[src/rtl/assert_macros.svh]
`ifndef ASSERT_MACROS_SVH
`define ASSERT_MACROS_SVH

// Same-cycle implication, checked out of reset.
`define FSQ_ASSERT_NOW(lbl, pre, post, msg) \
    lbl: assert property (@(posedge clk) disable iff (!rst_n) (pre) |-> (post)) \
        else $error(msg);

// Next-cycle implication, checked out of reset.
`define FSQ_ASSERT_NEXT(lbl, pre, post, msg) \
    lbl: assert property (@(posedge clk) disable iff (!rst_n) (pre) |=> (post)) \
        else $error(msg);

`endif

[src/rtl/fsq_pkg.sv]
package fsq_pkg;

    localparam int CAPACITY    = 64;
    localparam int VALUE_WIDTH = 32;
    localparam int IDX_W       = $clog2(CAPACITY);
    localparam int CNT_W       = IDX_W + 1;

    localparam logic [1:0] OP_CLEAR = 2'd0;
    localparam logic [1:0] OP_LOAD  = 2'd1;
    localparam logic [1:0] OP_FETCH = 2'd2;

    typedef enum logic [1:0] {
        PH_OUTER,
        PH_INNER,
        PH_PAIR,
        PH_DONE
    } phase_t;

    typedef enum logic [3:0] {
        S_IDLE,
        S_INS_RD,
        S_INS_CMP,
        S_SRCH,
        S_O_CUR,
        S_O_CHK,
        S_I_CUR,
        S_I_CHK,
        S_P_HI,
        S_P_SUM,
        S_P_DEC,
        S_L_CHK,
        S_L_CMP,
        S_H_CHK,
        S_H_CMP,
        S_FIN
    } state_t;

    typedef struct packed {
        logic                          we;
        logic [IDX_W-1:0]              waddr;
        logic signed [VALUE_WIDTH-1:0] wdata;
        logic [IDX_W-1:0]              raddr;
    } mem_req_t;

    typedef struct packed {
        logic                          found;
        logic signed [VALUE_WIDTH-1:0] first;
        logic signed [VALUE_WIDTH-1:0] second;
        logic signed [VALUE_WIDTH-1:0] third;
        logic signed [VALUE_WIDTH-1:0] fourth;
        logic                          done_res;
        logic                          overflowed;
    } result_t;

endpackage

[src/rtl/fsq_in_if.sv]
interface fsq_in_if;
    import fsq_pkg::*;

    logic                          valid;
    logic                          ready;
    logic [1:0]                    operation;
    logic signed [VALUE_WIDTH-1:0] value;

    modport source (output valid, output operation, output value, input ready);
    modport sink (input valid, input operation, input value, output ready);
endinterface

[src/rtl/fsq_out_if.sv]
interface fsq_out_if;
    import fsq_pkg::*;

    logic                          valid;
    logic                          ready;
    logic                          found;
    logic signed [VALUE_WIDTH-1:0] first;
    logic signed [VALUE_WIDTH-1:0] second;
    logic signed [VALUE_WIDTH-1:0] third;
    logic signed [VALUE_WIDTH-1:0] fourth;
    logic                          done_res;
    logic                          overflowed;

    modport source (output valid, output found, output first, output second, output third,
                    output fourth, output done_res, output overflowed, input ready);
    modport sink (input valid, input found, input first, input second, input third,
                  input fourth, input done_res, input overflowed, output ready);
endinterface

[src/rtl/fsq_store.sv]
module fsq_store (
    input  logic                                  clk,
    input  fsq_pkg::mem_req_t                     req,
    output logic signed [fsq_pkg::VALUE_WIDTH-1:0] rdata
);
    import fsq_pkg::*;

    logic signed [VALUE_WIDTH-1:0] mem [CAPACITY];

    always_ff @(posedge clk)
    begin
        if (req.we)
        begin
            mem[req.waddr] <= req.wdata;
        end
        rdata <= mem[req.raddr];
    end
endmodule

[src/rtl/fsq_ctrl.sv]
module fsq_ctrl (
    input  logic                                   clk,
    input  logic                                   rst_n,
    input  logic                                   in_valid,
    output logic                                   in_ready,
    input  logic [1:0]                             operation,
    input  logic signed [fsq_pkg::VALUE_WIDTH-1:0] value,
    input  logic signed [fsq_pkg::VALUE_WIDTH-1:0] target,
    input  logic                                   out_busy,
    output logic                                   emit,
    output fsq_pkg::result_t                       res,
    output fsq_pkg::mem_req_t                      mreq,
    input  logic signed [fsq_pkg::VALUE_WIDTH-1:0] rdata
);
    import fsq_pkg::*;

    localparam int SUM_W = VALUE_WIDTH + 2;

    state_t           state_reg, state_next;
    phase_t           phase_reg, phase_next;
    logic [CNT_W-1:0] count_reg, count_next;
    logic [IDX_W-1:0] outer_reg, outer_next;
    logic [IDX_W-1:0] second_reg, second_next;
    logic [IDX_W-1:0] low_reg, low_next;
    logic [IDX_W-1:0] high_reg, high_next;
    logic [IDX_W-1:0] ins_reg, ins_next;
    logic             ovf_reg, ovf_next;

    logic signed [VALUE_WIDTH-1:0] val_reg, val_next;
    logic signed [VALUE_WIDTH-1:0] tmp_reg, tmp_next;
    logic signed [VALUE_WIDTH-1:0] a_reg, a_next;
    logic signed [VALUE_WIDTH-1:0] b_reg, b_next;
    logic signed [VALUE_WIDTH-1:0] lo_reg, lo_next;
    logic signed [VALUE_WIDTH-1:0] hi_reg, hi_next;
    logic signed [VALUE_WIDTH:0]   ab_reg, ab_next;
    logic signed [SUM_W-1:0]       sum_reg, sum_next;

    logic [CNT_W:0]          outer_w, second_w, low_w, n_w;
    logic signed [SUM_W-1:0] target_w;

    assign outer_w  = {2'b0, outer_reg};
    assign second_w = {2'b0, second_reg};
    assign low_w    = {2'b0, low_reg};
    assign n_w      = {1'b0, count_reg};
    assign target_w = SUM_W'(target);

    always_ff @(posedge clk or negedge rst_n)
    begin
        if (!rst_n)
        begin
            state_reg  <= S_IDLE;
            phase_reg  <= PH_OUTER;
            count_reg  <= '0;
            outer_reg  <= '0;
            second_reg <= IDX_W'(1);
            low_reg    <= '0;
            high_reg   <= '0;
            ins_reg    <= '0;
            ovf_reg    <= 1'b0;
        end
        else
        begin
            state_reg  <= state_next;
            phase_reg  <= phase_next;
            count_reg  <= count_next;
            outer_reg  <= outer_next;
            second_reg <= second_next;
            low_reg    <= low_next;
            high_reg   <= high_next;
            ins_reg    <= ins_next;
            ovf_reg    <= ovf_next;
        end
    end

    always_ff @(posedge clk)
    begin
        val_reg <= val_next;
        tmp_reg <= tmp_next;
        a_reg   <= a_next;
        b_reg   <= b_next;
        lo_reg  <= lo_next;
        hi_reg  <= hi_next;
        ab_reg  <= ab_next;
        sum_reg <= sum_next;
    end

    always_comb
    begin
        state_next  = state_reg;
        phase_next  = phase_reg;
        count_next  = count_reg;
        outer_next  = outer_reg;
        second_next = second_reg;
        low_next    = low_reg;
        high_next   = high_reg;
        ins_next    = ins_reg;
        ovf_next    = ovf_reg;
        val_next    = val_reg;
        tmp_next    = tmp_reg;
        a_next      = a_reg;
        b_next      = b_reg;
        lo_next     = lo_reg;
        hi_next     = hi_reg;
        ab_next     = ab_reg;
        sum_next    = sum_reg;
        in_ready    = 1'b0;
        emit        = 1'b0;
        res         = '0;
        res.overflowed = ovf_reg;
        mreq        = '0;

        case (state_reg)
            S_IDLE:
            begin
                in_ready = !out_busy;
                if (in_valid && !out_busy)
                begin
                    if (operation == OP_CLEAR || operation == OP_LOAD)
                    begin
                        phase_next  = PH_OUTER;
                        outer_next  = '0;
                        second_next = IDX_W'(1);
                        low_next    = '0;
                        high_next   = '0;
                    end
                    if (operation == OP_CLEAR)
                    begin
                        count_next = '0;
                        ovf_next   = 1'b0;
                    end
                    else if (operation == OP_LOAD)
                    begin
                        if (count_reg == CNT_W'(CAPACITY))
                        begin
                            ovf_next = 1'b1;
                        end
                        else
                        begin
                            val_next   = value;
                            ins_next   = count_reg[IDX_W-1:0];
                            state_next = S_INS_RD;
                        end
                    end
                    else if (operation == OP_FETCH)
                    begin
                        state_next = S_SRCH;
                    end
                end
            end

            // shift larger entries up one slot, from the top down
            S_INS_RD:
            begin
                if (ins_reg == '0)
                begin
                    mreq.we    = 1'b1;
                    mreq.waddr = ins_reg;
                    mreq.wdata = val_reg;
                    count_next = count_reg + CNT_W'(1);
                    state_next = S_IDLE;
                end
                else
                begin
                    mreq.raddr = ins_reg - IDX_W'(1);
                    state_next = S_INS_CMP;
                end
            end

            S_INS_CMP:
            begin
                mreq.we    = 1'b1;
                mreq.waddr = ins_reg;
                if (rdata > val_reg)
                begin
                    mreq.wdata = rdata;
                    ins_next   = ins_reg - IDX_W'(1);
                    state_next = S_INS_RD;
                end
                else
                begin
                    mreq.wdata = val_reg;
                    count_next = count_reg + CNT_W'(1);
                    state_next = S_IDLE;
                end
            end

            S_SRCH:
            begin
                case (phase_reg)
                    PH_DONE:
                    begin
                        emit         = 1'b1;
                        res.done_res = 1'b1;
                        state_next   = S_IDLE;
                    end
                    PH_OUTER:
                    begin
                        if (outer_w + (CNT_W+1)'(3) >= n_w)
                        begin
                            phase_next = PH_DONE;
                        end
                        else if (outer_reg != '0)
                        begin
                            mreq.raddr = outer_reg - IDX_W'(1);
                            state_next = S_O_CUR;
                        end
                        else
                        begin
                            mreq.raddr = outer_reg;
                            state_next = S_O_CHK;
                        end
                    end
                    PH_INNER:
                    begin
                        if (second_w + (CNT_W+1)'(2) >= n_w)
                        begin
                            outer_next = outer_reg + IDX_W'(1);
                            phase_next = PH_OUTER;
                        end
                        else if (second_w > outer_w + (CNT_W+1)'(1))
                        begin
                            mreq.raddr = second_reg - IDX_W'(1);
                            state_next = S_I_CUR;
                        end
                        else
                        begin
                            mreq.raddr = second_reg;
                            state_next = S_I_CHK;
                        end
                    end
                    PH_PAIR:
                    begin
                        if (low_reg >= high_reg)
                        begin
                            second_next = second_reg + IDX_W'(1);
                            phase_next  = PH_INNER;
                        end
                        else
                        begin
                            mreq.raddr = low_reg;
                            state_next = S_P_HI;
                        end
                    end
                    default:
                    begin
                        phase_next = PH_DONE;
                    end
                endcase
            end

            S_O_CUR:
            begin
                tmp_next   = rdata;
                mreq.raddr = outer_reg;
                state_next = S_O_CHK;
            end

            S_O_CHK:
            begin
                if (outer_reg != '0 && rdata == tmp_reg)
                begin
                    outer_next = outer_reg + IDX_W'(1);
                end
                else
                begin
                    a_next      = rdata;
                    second_next = outer_reg + IDX_W'(1);
                    phase_next  = PH_INNER;
                end
                state_next = S_SRCH;
            end

            S_I_CUR:
            begin
                tmp_next   = rdata;
                mreq.raddr = second_reg;
                state_next = S_I_CHK;
            end

            S_I_CHK:
            begin
                if (second_w > outer_w + (CNT_W+1)'(1) && rdata == tmp_reg)
                begin
                    second_next = second_reg + IDX_W'(1);
                end
                else
                begin
                    b_next     = rdata;
                    ab_next    = (VALUE_WIDTH+1)'(a_reg) + (VALUE_WIDTH+1)'(rdata);
                    low_next   = second_reg + IDX_W'(1);
                    high_next  = IDX_W'(count_reg - CNT_W'(1));
                    phase_next = PH_PAIR;
                end
                state_next = S_SRCH;
            end

            S_P_HI:
            begin
                lo_next    = rdata;
                mreq.raddr = high_reg;
                state_next = S_P_SUM;
            end

            S_P_SUM:
            begin
                hi_next    = rdata;
                sum_next   = SUM_W'(ab_reg) + SUM_W'(lo_reg) + SUM_W'(rdata);
                state_next = S_P_DEC;
            end

            S_P_DEC:
            begin
                if (sum_reg == target_w)
                begin
                    state_next = S_L_CHK;
                end
                else
                begin
                    if (sum_reg > target_w)
                    begin
                        high_next = high_reg - IDX_W'(1);
                    end
                    else
                    begin
                        low_next = low_reg + IDX_W'(1);
                    end
                    state_next = S_SRCH;
                end
            end

            // step past equal values after a hit
            S_L_CHK:
            begin
                if (low_w + (CNT_W+1)'(2) < n_w)
                begin
                    mreq.raddr = low_reg + IDX_W'(1);
                    state_next = S_L_CMP;
                end
                else
                begin
                    state_next = S_H_CHK;
                end
            end

            S_L_CMP:
            begin
                if (rdata == lo_reg)
                begin
                    low_next   = low_reg + IDX_W'(1);
                    state_next = S_L_CHK;
                end
                else
                begin
                    state_next = S_H_CHK;
                end
            end

            S_H_CHK:
            begin
                if (high_reg > second_reg)
                begin
                    mreq.raddr = high_reg - IDX_W'(1);
                    state_next = S_H_CMP;
                end
                else
                begin
                    state_next = S_FIN;
                end
            end

            S_H_CMP:
            begin
                if (rdata == hi_reg)
                begin
                    high_next  = high_reg - IDX_W'(1);
                    state_next = S_H_CHK;
                end
                else
                begin
                    state_next = S_FIN;
                end
            end

            S_FIN:
            begin
                low_next   = low_reg + IDX_W'(1);
                high_next  = high_reg - IDX_W'(1);
                emit       = 1'b1;
                res.found  = 1'b1;
                res.first  = a_reg;
                res.second = b_reg;
                res.third  = lo_reg;
                res.fourth = hi_reg;
                state_next = S_IDLE;
            end

            default:
            begin
                state_next = S_IDLE;
            end
        endcase
    end
endmodule

[src/rtl/four_sum_quadruple_search.sv]
// Four-sum search over a sorted store of up to 64 signed 32-bit values. A load inserts
// its value in order by walking the store from the top down, shifting each entry
// greater than the value up one slot; a clear empties the store. A fetch resumes the
// distinct-quadruple search where the last one left off and returns one transfer: the
// next quadruple whose sum equals the target set via cfg_wdata, or a done mark.
// Each pointer step and each index step reads through the single read port of the
// store, so the length of a fetch is set by how far the walk goes before the next hit.
// No new item is taken until the current one finishes and any pending result is taken.
`include "assert_macros.svh"

module four_sum_quadruple_search (
    input  logic                                   clk,
    input  logic                                   rst_n,
    fsq_in_if.sink                                 in_ch,
    fsq_out_if.source                              out_ch,
    input  logic                                   cfg_we,
    input  logic signed [fsq_pkg::VALUE_WIDTH-1:0] cfg_wdata
);
    import fsq_pkg::*;

    logic signed [VALUE_WIDTH-1:0] target_reg;
    logic                          out_valid_reg;
    result_t                       res_reg;
    logic                          emit;
    result_t                       res;
    mem_req_t                      mreq;
    logic signed [VALUE_WIDTH-1:0] rdata;

    fsq_store u_store (
        .clk   (clk),
        .req   (mreq),
        .rdata (rdata)
    );

    fsq_ctrl u_ctrl (
        .clk       (clk),
        .rst_n     (rst_n),
        .in_valid  (in_ch.valid),
        .in_ready  (in_ch.ready),
        .operation (in_ch.operation),
        .value     (in_ch.value),
        .target    (target_reg),
        .out_busy  (out_valid_reg),
        .emit      (emit),
        .res       (res),
        .mreq      (mreq),
        .rdata     (rdata)
    );

    always_ff @(posedge clk or negedge rst_n)
    begin
        if (!rst_n)
        begin
            target_reg    <= '0;
            out_valid_reg <= 1'b0;
        end
        else
        begin
            if (cfg_we)
            begin
                target_reg <= cfg_wdata;
            end
            if (emit)
            begin
                out_valid_reg <= 1'b1;
            end
            else if (out_ch.ready)
            begin
                out_valid_reg <= 1'b0;
            end
        end
    end

    always_ff @(posedge clk)
    begin
        if (emit)
        begin
            res_reg <= res;
        end
    end

    assign out_ch.valid      = out_valid_reg;
    assign out_ch.found      = res_reg.found;
    assign out_ch.first      = res_reg.first;
    assign out_ch.second     = res_reg.second;
    assign out_ch.third      = res_reg.third;
    assign out_ch.fourth     = res_reg.fourth;
    assign out_ch.done_res   = res_reg.done_res;
    assign out_ch.overflowed = res_reg.overflowed;

    `FSQ_ASSERT_NOW(a_found_not_done, out_ch.valid && out_ch.found, !out_ch.done_res,
        "found result also marked done")
    `FSQ_ASSERT_NOW(a_empty_quad, out_ch.valid && !out_ch.found,
        out_ch.first == '0 && out_ch.fourth == '0, "done result carries data")
    `FSQ_ASSERT_NOW(a_ready_out_free, in_ch.ready, !out_ch.valid,
        "input ready while a result is pending")
    `FSQ_ASSERT_NEXT(a_fetch_busy,
        in_ch.valid && in_ch.ready && in_ch.operation == OP_FETCH, !in_ch.ready,
        "ready right after a fetch transfer")
endmodule
[src/flat_wrapper.sv]
// flat-port wrapper written by rule: the top's interface ports become plain ports
module four_sum_quadruple_search_flat import fsq_pkg::*;
  (clk, rst_n, cfg_we, cfg_wdata, in_ch_valid, in_ch_operation, in_ch_value, in_ch_ready, out_ch_valid, out_ch_found, out_ch_first, out_ch_second, out_ch_third, out_ch_fourth, out_ch_done_res, out_ch_overflowed, out_ch_ready);
  fsq_in_if in_ch_i ();
  fsq_out_if out_ch_i ();
  input  logic clk;
  input  logic rst_n;
  input  logic cfg_we;
  input  logic signed [fsq_pkg::VALUE_WIDTH-1:0] cfg_wdata;
  input wire logic [$bits(in_ch_i.valid)-1:0] in_ch_valid;
  input wire logic [$bits(in_ch_i.operation)-1:0] in_ch_operation;
  input wire logic [$bits(in_ch_i.value)-1:0] in_ch_value;
  output wire logic [$bits(in_ch_i.ready)-1:0] in_ch_ready;
  output wire logic [$bits(out_ch_i.valid)-1:0] out_ch_valid;
  output wire logic [$bits(out_ch_i.found)-1:0] out_ch_found;
  output wire logic [$bits(out_ch_i.first)-1:0] out_ch_first;
  output wire logic [$bits(out_ch_i.second)-1:0] out_ch_second;
  output wire logic [$bits(out_ch_i.third)-1:0] out_ch_third;
  output wire logic [$bits(out_ch_i.fourth)-1:0] out_ch_fourth;
  output wire logic [$bits(out_ch_i.done_res)-1:0] out_ch_done_res;
  output wire logic [$bits(out_ch_i.overflowed)-1:0] out_ch_overflowed;
  input wire logic [$bits(out_ch_i.ready)-1:0] out_ch_ready;
  assign in_ch_i.valid = in_ch_valid;
  assign in_ch_i.operation = in_ch_operation;
  assign in_ch_i.value = in_ch_value;
  assign in_ch_ready = in_ch_i.ready;
  assign out_ch_valid = out_ch_i.valid;
  assign out_ch_found = out_ch_i.found;
  assign out_ch_first = out_ch_i.first;
  assign out_ch_second = out_ch_i.second;
  assign out_ch_third = out_ch_i.third;
  assign out_ch_fourth = out_ch_i.fourth;
  assign out_ch_done_res = out_ch_i.done_res;
  assign out_ch_overflowed = out_ch_i.overflowed;
  assign out_ch_i.ready = out_ch_ready;
  four_sum_quadruple_search u_core (.clk(clk), .rst_n(rst_n), .in_ch(in_ch_i), .out_ch(out_ch_i), .cfg_we(cfg_we), .cfg_wdata(cfg_wdata));
endmodule
[config.mk]
export PLATFORM = sky130hd
export DESIGN_NAME = four_sum_quadruple_search_flat
export DESIGN_NICKNAME = d
export VERILOG_FILES = /design/src/rtl/fsq_pkg.sv /design/src/rtl/fsq_in_if.sv /design/src/rtl/fsq_out_if.sv /design/src/rtl/fsq_store.sv /design/src/rtl/fsq_ctrl.sv /design/src/rtl/four_sum_quadruple_search.sv /design/src/flat_wrapper.sv
export VERILOG_INCLUDE_DIRS = /design/src /design/src/rtl
export SDC_FILE = /design/constraint.sdc
export NUM_CORES = 2
export LEC_CHECK = 0
export ABC_AREA = 1
export BUFFER_PORTS_ARGS = -buffer_cell sky130_fd_sc_hd__buf_2
export CELL_PAD_IN_SITES_DETAIL_PLACEMENT = 1
export CELL_PAD_IN_SITES_GLOBAL_PLACEMENT = 1
export CORE_MARGIN = 1
export CORE_UTILIZATION = 55
export CTS_CLUSTER_DIAMETER = 40
export CTS_CLUSTER_SIZE = 14
export DETAILED_ROUTE_END_ITERATION = 12
export PLACE_DENSITY_LB_ADDON = 0.1
export SYNTH_ARGS = -nofsm -noshare
export SYNTH_HDL_FRONTEND = slang
export SYNTH_HIERARCHICAL = 1
export SYNTH_SLANG_ARGS = --single-unit
export TNS_END_PERCENT = 50
[constraint.sdc]
create_clock -name clk -period 21.2 [get_ports clk]
set_input_delay 0 -clock clk [delete_from_list [all_inputs] [get_ports clk]]
set_output_delay 0 -clock clk [all_outputs]
set_load 0.05 [all_outputs]
Word-level counts from Yosys, hierarchy flattened:

Memories as Yosys holds them, arrays and structs flattened. A register that Yosys moved wholly into a read port is not among the register bits.
Cells that the tools add are included.

* register bits: 467
* bits in latches: 0
* memory bits (writable): 2048
* bits in read-only memories: 0
* input bits: 71
* output and inout port bits: 133
* logic and storage cells: 230
* memories kept: 1

Memories
* u_core.u_store.mem: words 64, bits a word 32, rd ports 1, clocked after memory_dff 1, wr ports 1, RTL line fsq_store.sv:8 `logic signed [VALUE_WIDTH-1:0] mem [CAPACITY];`

* $add $sub $neg: 16
* $mul: 0
* divide/modulo/power cells: 0
* magnitude comparators: 8
* eq/ne operators: 56
* shifts and indexed selects: 0
* mux-type cells: 86
* bitwise logic cells: 4
* reductions and logical operators: 33

Operators with widths (number)
* 6-bit two-way mux: 32
* 129-bit two-way mux: 1
* 32-bit equality test: 3
* 39-bit one-hot mux with 2 select lines: 1
* 4-bit one-hot mux with 15 select lines: 1
* 6-bit one-hot mux with 5 select lines: 2
* 6-bit one-hot mux with 7 select lines: 1
* 2-bit inequality test (second input constant): 20
* 39-bit two-way mux: 1
* 4-bit two-way mux: 9
* 6-bit one-hot mux with 3 select lines: 2
* 33-bit by 32-bit adder with 34-bit output: 1
* 34-bit by 32-bit adder with 34-bit output: 1
* 34-bit by 32-bit equality test with 1-bit output: 1
* 34-bit by 32-bit > comparator with 1-bit output: 1
* 32-bit by 32-bit adder with 33-bit output: 1
* 4-bit equality test (second input constant): 8
* 32-bit > comparator: 1
* 32-bit two-way mux: 1
* 6-bit by 1-bit subtractor with 6-bit output (second input constant): 5
* 7-bit two-way mux: 4
* 7-bit AND reduction: 4
* 3-bit inequality test (second input constant): 8
* 6-bit one-hot mux with 4 select lines: 1
* 44 further kinds: 93

Longest topological paths before layout:

* depth after elaboration: 6
* mapped depth: 34
* mapped depth without buffers: 29

Hierarchy:

The synthesis kept the hierarchy.

Modules (own cells, without submodules)
* fsq_store: instances 1, cells an instance 6785, area each 82785.6 um2
* fsq_ctrl: instances 1, cells an instance 2572, area each 21992.3 um2
* four_sum_quadruple_search: instances 1, cells an instance 272, area each 5266.3 um2

Least setup slack after synthesis:

OpenSTA, ideal clock, no wires.

* kind: register to register
* start: register u_core.u_ctrl.state_reg[3]
* end: register u_core.res_reg (netlist bit u_core/out_ch.done_res) (enable)
* arrival time: 9.999 ns
* required time: 20.395 ns
* setup slack: 10.396 ns
* cell stages (with the launch flop): 5
* buffers on the path: 1
* period minus slack after synthesis: 10.804 ns
* path through: dfrtp_1 buf_6 nor2_4 nand2_1 o21ai_0

* cells in the longest elaborated chain, start to end: 2
* elaborated cells on any way between the ends: 3

Ends and longest elaborated chain
* from (decl): RTL line fsq_ctrl.sv:19 `state_t state_reg, state_next;`
* from (signal assigned): RTL line fsq_ctrl.sv:63 `state_reg <= state_next;`
* 4-bit equality test / 4-bit by 2-bit equality test with 1-bit output (equally long branches): RTL line fsq_ctrl.sv:112 `case (state_reg)`
* 1-bit one-hot mux with 2 select lines (*): RTL line fsq_ctrl.sv:112
* net u_core.emit: RTL line four_sum_quadruple_search.sv:24 `logic emit;`
* to (signal assigned): RTL line four_sum_quadruple_search.sv:78 `res_reg <= res;`
* to (decl): RTL line four_sum_quadruple_search.sv:23 `result_t res_reg;`

The timed path passes the listed nets; every way through them passes the cells marked *.
A chain may end at the register's enable or synchronous reset.

==> impl_results.md <==
* Reg-to-reg endpoint: u_core/u_store/rdata[28]$_DFF_P_
* Top cells by area, synth: edfxtp_1 (67%), nand2_1 (9.8%), nand3_1 (9.2%)
* DRT antenna net count at 0
* Yosys Warn Count at 6
* Cells after Synth at 9629
* Initial antenna violation count at 31
* RSZ-0062 raised after global routing: no
* Final setup fails at 0
* Crit path DAT at a little under 10 ns
* Power per cell area at between 150 and 200 mW/mm^2
* Delay-heaviest family, CP: buffers and inverters
* Total core area at 0.198 sq mm
* Total I/O pin count at between 200 and 250
* Cell accounting for the most synthesized area: edfxtp_1
* HP Class: in -> async
* Distinct cell type count after synthesis at 63
* Initial core utilization at approximately 56%
* Synth top area share at 66.5%
* Wire length per cell at between 30 and 40 um
* Layout area overhead at 17.6%
* Die Wd at about 450 um
* First-pass GRT wire length at around 590 mm
* Post-DP HPWL at around 220 mm
* Met1 Use GR at 50.2%
* Placement Rows at ~160
* R2R depth at 26
* Area taken by multi-input logic gates at roughly 0.031 sq mm
* Slew @ Worst Pin at ~1.2 ns
* WS Path Type: reg -> reg
* Post-route cell area at ~0.13 sq mm
* Register area at 0.0758 sq mm
* GRT Util Overall at 39.7%
* 1st-pass router iterations at 6
* Met3 usage at roughly 8.0%
* Cell Area, Synth at around 0.11 sq mm
* Die Ht at 449 um
* Clk_skew at 0.0824 ns
* Commonest cells post-synth: nand2_1 (2861), edfxtp_1 (2438), nand3_1 (2021)
* Nets at ~10000
* Final Cycle Share at 41.8%
* GR Overflow Total at 0
* Worst-path clk slew at roughly 0.060 ns
* R2r setup slk at around 12 ns
* Num Clock Sinks at 2547
* Clock root cell: clkbuf_16
* Power share of the clock group at a little over 30%
* Static leakage at around 50 nW
* Logic gate share of total power at about two fifths
* CTS Hold Buffers Added at 201
* Fin. max-slew vios at 0
* CTS tree: built
* GRT Max-Usage Layer: met2
* GP Congestion at about 0.96
* H-tree levels at 5
* Post-CTS Resized at 0
* Die area at 0.202 sq mm
* Worst skew pair latency at slightly below 1 ns
* Max reg flops at a little over 2000
* Fillers at about 20000
* Max_slew headroom at roughly 18%
* CP Launch Type: register
* Vias/cell at between 6 and 7
* Sw Share at between 40% and 50%
* Vias in the first global route at 87400
* DR vias at between 80000 and 90000
* Ys flop type: edfxtp_1
* Synth Register Bits at about 2500
* CP Depth at 26
* VDD IR max at about 0.16 mV
* Share of layout cells above drive strength 1 at 11.9%
* Part of the power in registers at 30.7%
* Fin. Hold Viols at 0
* Fmax at around 110 MHz
* Final hold slack at 0.123 ns
* Post-DP Area at 0.114 sq mm
* Pin count of the biggest net entering global routing at ~220
* Share of flip-flops with an asynchronous set or reset at 3.02%
* Final min period at roughly 8.9 ns
* Slowest stage cell, crit path: buf_4
* FF-to-FF Start: u_core/u_ctrl/second_reg[3]$_DFFE_PN0P_
* Post-route DRC at 0
* Worst setup EP type: register
* Register area share after synthesis at roughly 69%
* P_sw at around 0.0090 W
* Max cap viols at 0
* Setup TNS at 0 ns
* Mapped Avg Cell Area at ~11 sq um
* Buf/Inv on CP at 6
* Status: finished clean
* Syn Nets at ~10000
* Most used cell, CP: nand3_1
* GRT met2 Usage at about 65%
* WP data required at about 22 ns
* Total Routed Length at slightly above 400 mm
* CP max stage delay at about 0.91 ns
* PortBufs at between 200 and 250
* Fin util at around 65%
* Power Internal at 0.0123 W
* Clock tree buffer depth at 4
* EDFF count, synth at 2438
* Num CTS Buffers at ~380
* Post-CTS setup buffer count at 0
* Critical path peak fanout at 84
* Cell with the most instances after synthesis: nand2_1
* Initial DRC count at approximately 10000
final cells by class:
cell class	count	share of cell area [%]
Antenna cell	8	0.0155
Sequential cell	2547	58.6
Inverter	423	1.27
Clock buffer	435	7.79
Tap cell	2640	2.55
Timing Repair Buffer	592	3.50
Clock inverter	264	2.48
Multi-Input combinational cell	6163	23.8
worst max path at each step:
stage          slack, ns                               end                               startpoint
2_1_floorplan      10.40  u_core/out_ch.done_res$_DFFE_PP_   u_core/u_ctrl/state_reg[3]$_DFFE_PN0P_
3_3_place_gp       12.84  u_core/u_store/rdata[28]$_DFF_P_  u_core/u_ctrl/second_reg[3]$_DFFE_PN0P_
3_5_place_dp       12.69  u_core/u_store/rdata[28]$_DFF_P_  u_core/u_ctrl/second_reg[3]$_DFFE_PN0P_
4_1_cts            12.56  u_core/u_store/rdata[28]$_DFF_P_  u_core/u_ctrl/second_reg[3]$_DFFE_PN0P_
5_1_grt            12.03  u_core/u_store/rdata[28]$_DFF_P_  u_core/u_ctrl/second_reg[3]$_DFFE_PN0P_
6_report           12.33  u_core/u_store/rdata[28]$_DFF_P_  u_core/u_ctrl/second_reg[3]$_DFFE_PN0P_
metrics by stage:
step	setup WS [ns]	instances	total power (W)
final	12.33	13100	0.0213
after global routing	12.03	13100	0.0219
after CTS	12.56	13100	0.0210
after detailed placement	12.69	12200	0.0143
after global placement	12.84	12200	0.0141
after floorplan	10.40	9629	0.0111
worst reg2reg max path, delay by kind of cell (launching register included):
kind	cells	cell delay, ns
buf+inv	6	4.13
simple gates	18	3.65
flops	1	0.54
fa+ha+maj	1	0.27
xor+xnor	1	0.25
metal layers:
| metal | routed length [um] | vias to the layer above |
|---|---|---|
| li1 | - | 34700 |
| met1 | 148000 | 41700 |
| met2 | 194000 | 4904 |
| met3 | 41100 | 1215 |
| met4 | 22800 | 20 |
| met5 | 121 | - |
cells in the final DEF (no fill, tap or decap), types with 75 or more instances in the layout:
cell           count
edfxtp_1        2438
dfrtp_1           76
clkbuf_16        392
buf_2            202
buf_4            183
nor2_1           294
a21oi_1          131
dlygate4sd3_1    200
xor2_1            75
nand2_1         2837
ha_1             225
nand3_1         2021
o21ai_0          104
inv_1            404
power by group through the flow:
stage / clock, W / combinational (W) / sequential (W)
floorplan: 0 / 0.00452 / 0.00663
global placement: 0 / 0.00744 / 0.00661
detailed placement: 0 / 0.00769 / 0.00661
CTS: 0.00659 / 0.00791 / 0.00651
global route: 0.00680 / 0.00854 / 0.00652
finish: 0.00660 / 0.00814 / 0.00652
cell families after synthesis:
logic type	Yosys count	share of synthesized area, %
flip-flops	2547	68.9
XOR/XNOR	128	1.02
buffers and inverters	919	3.81
adder cells (fa/ha/maj)	260	3.19
AO/OA/AOI/OAI	367	1.91
AND/OR/NAND/NOR	5408	21.2
Note: power is estimated with default switching activity, not from simulation.
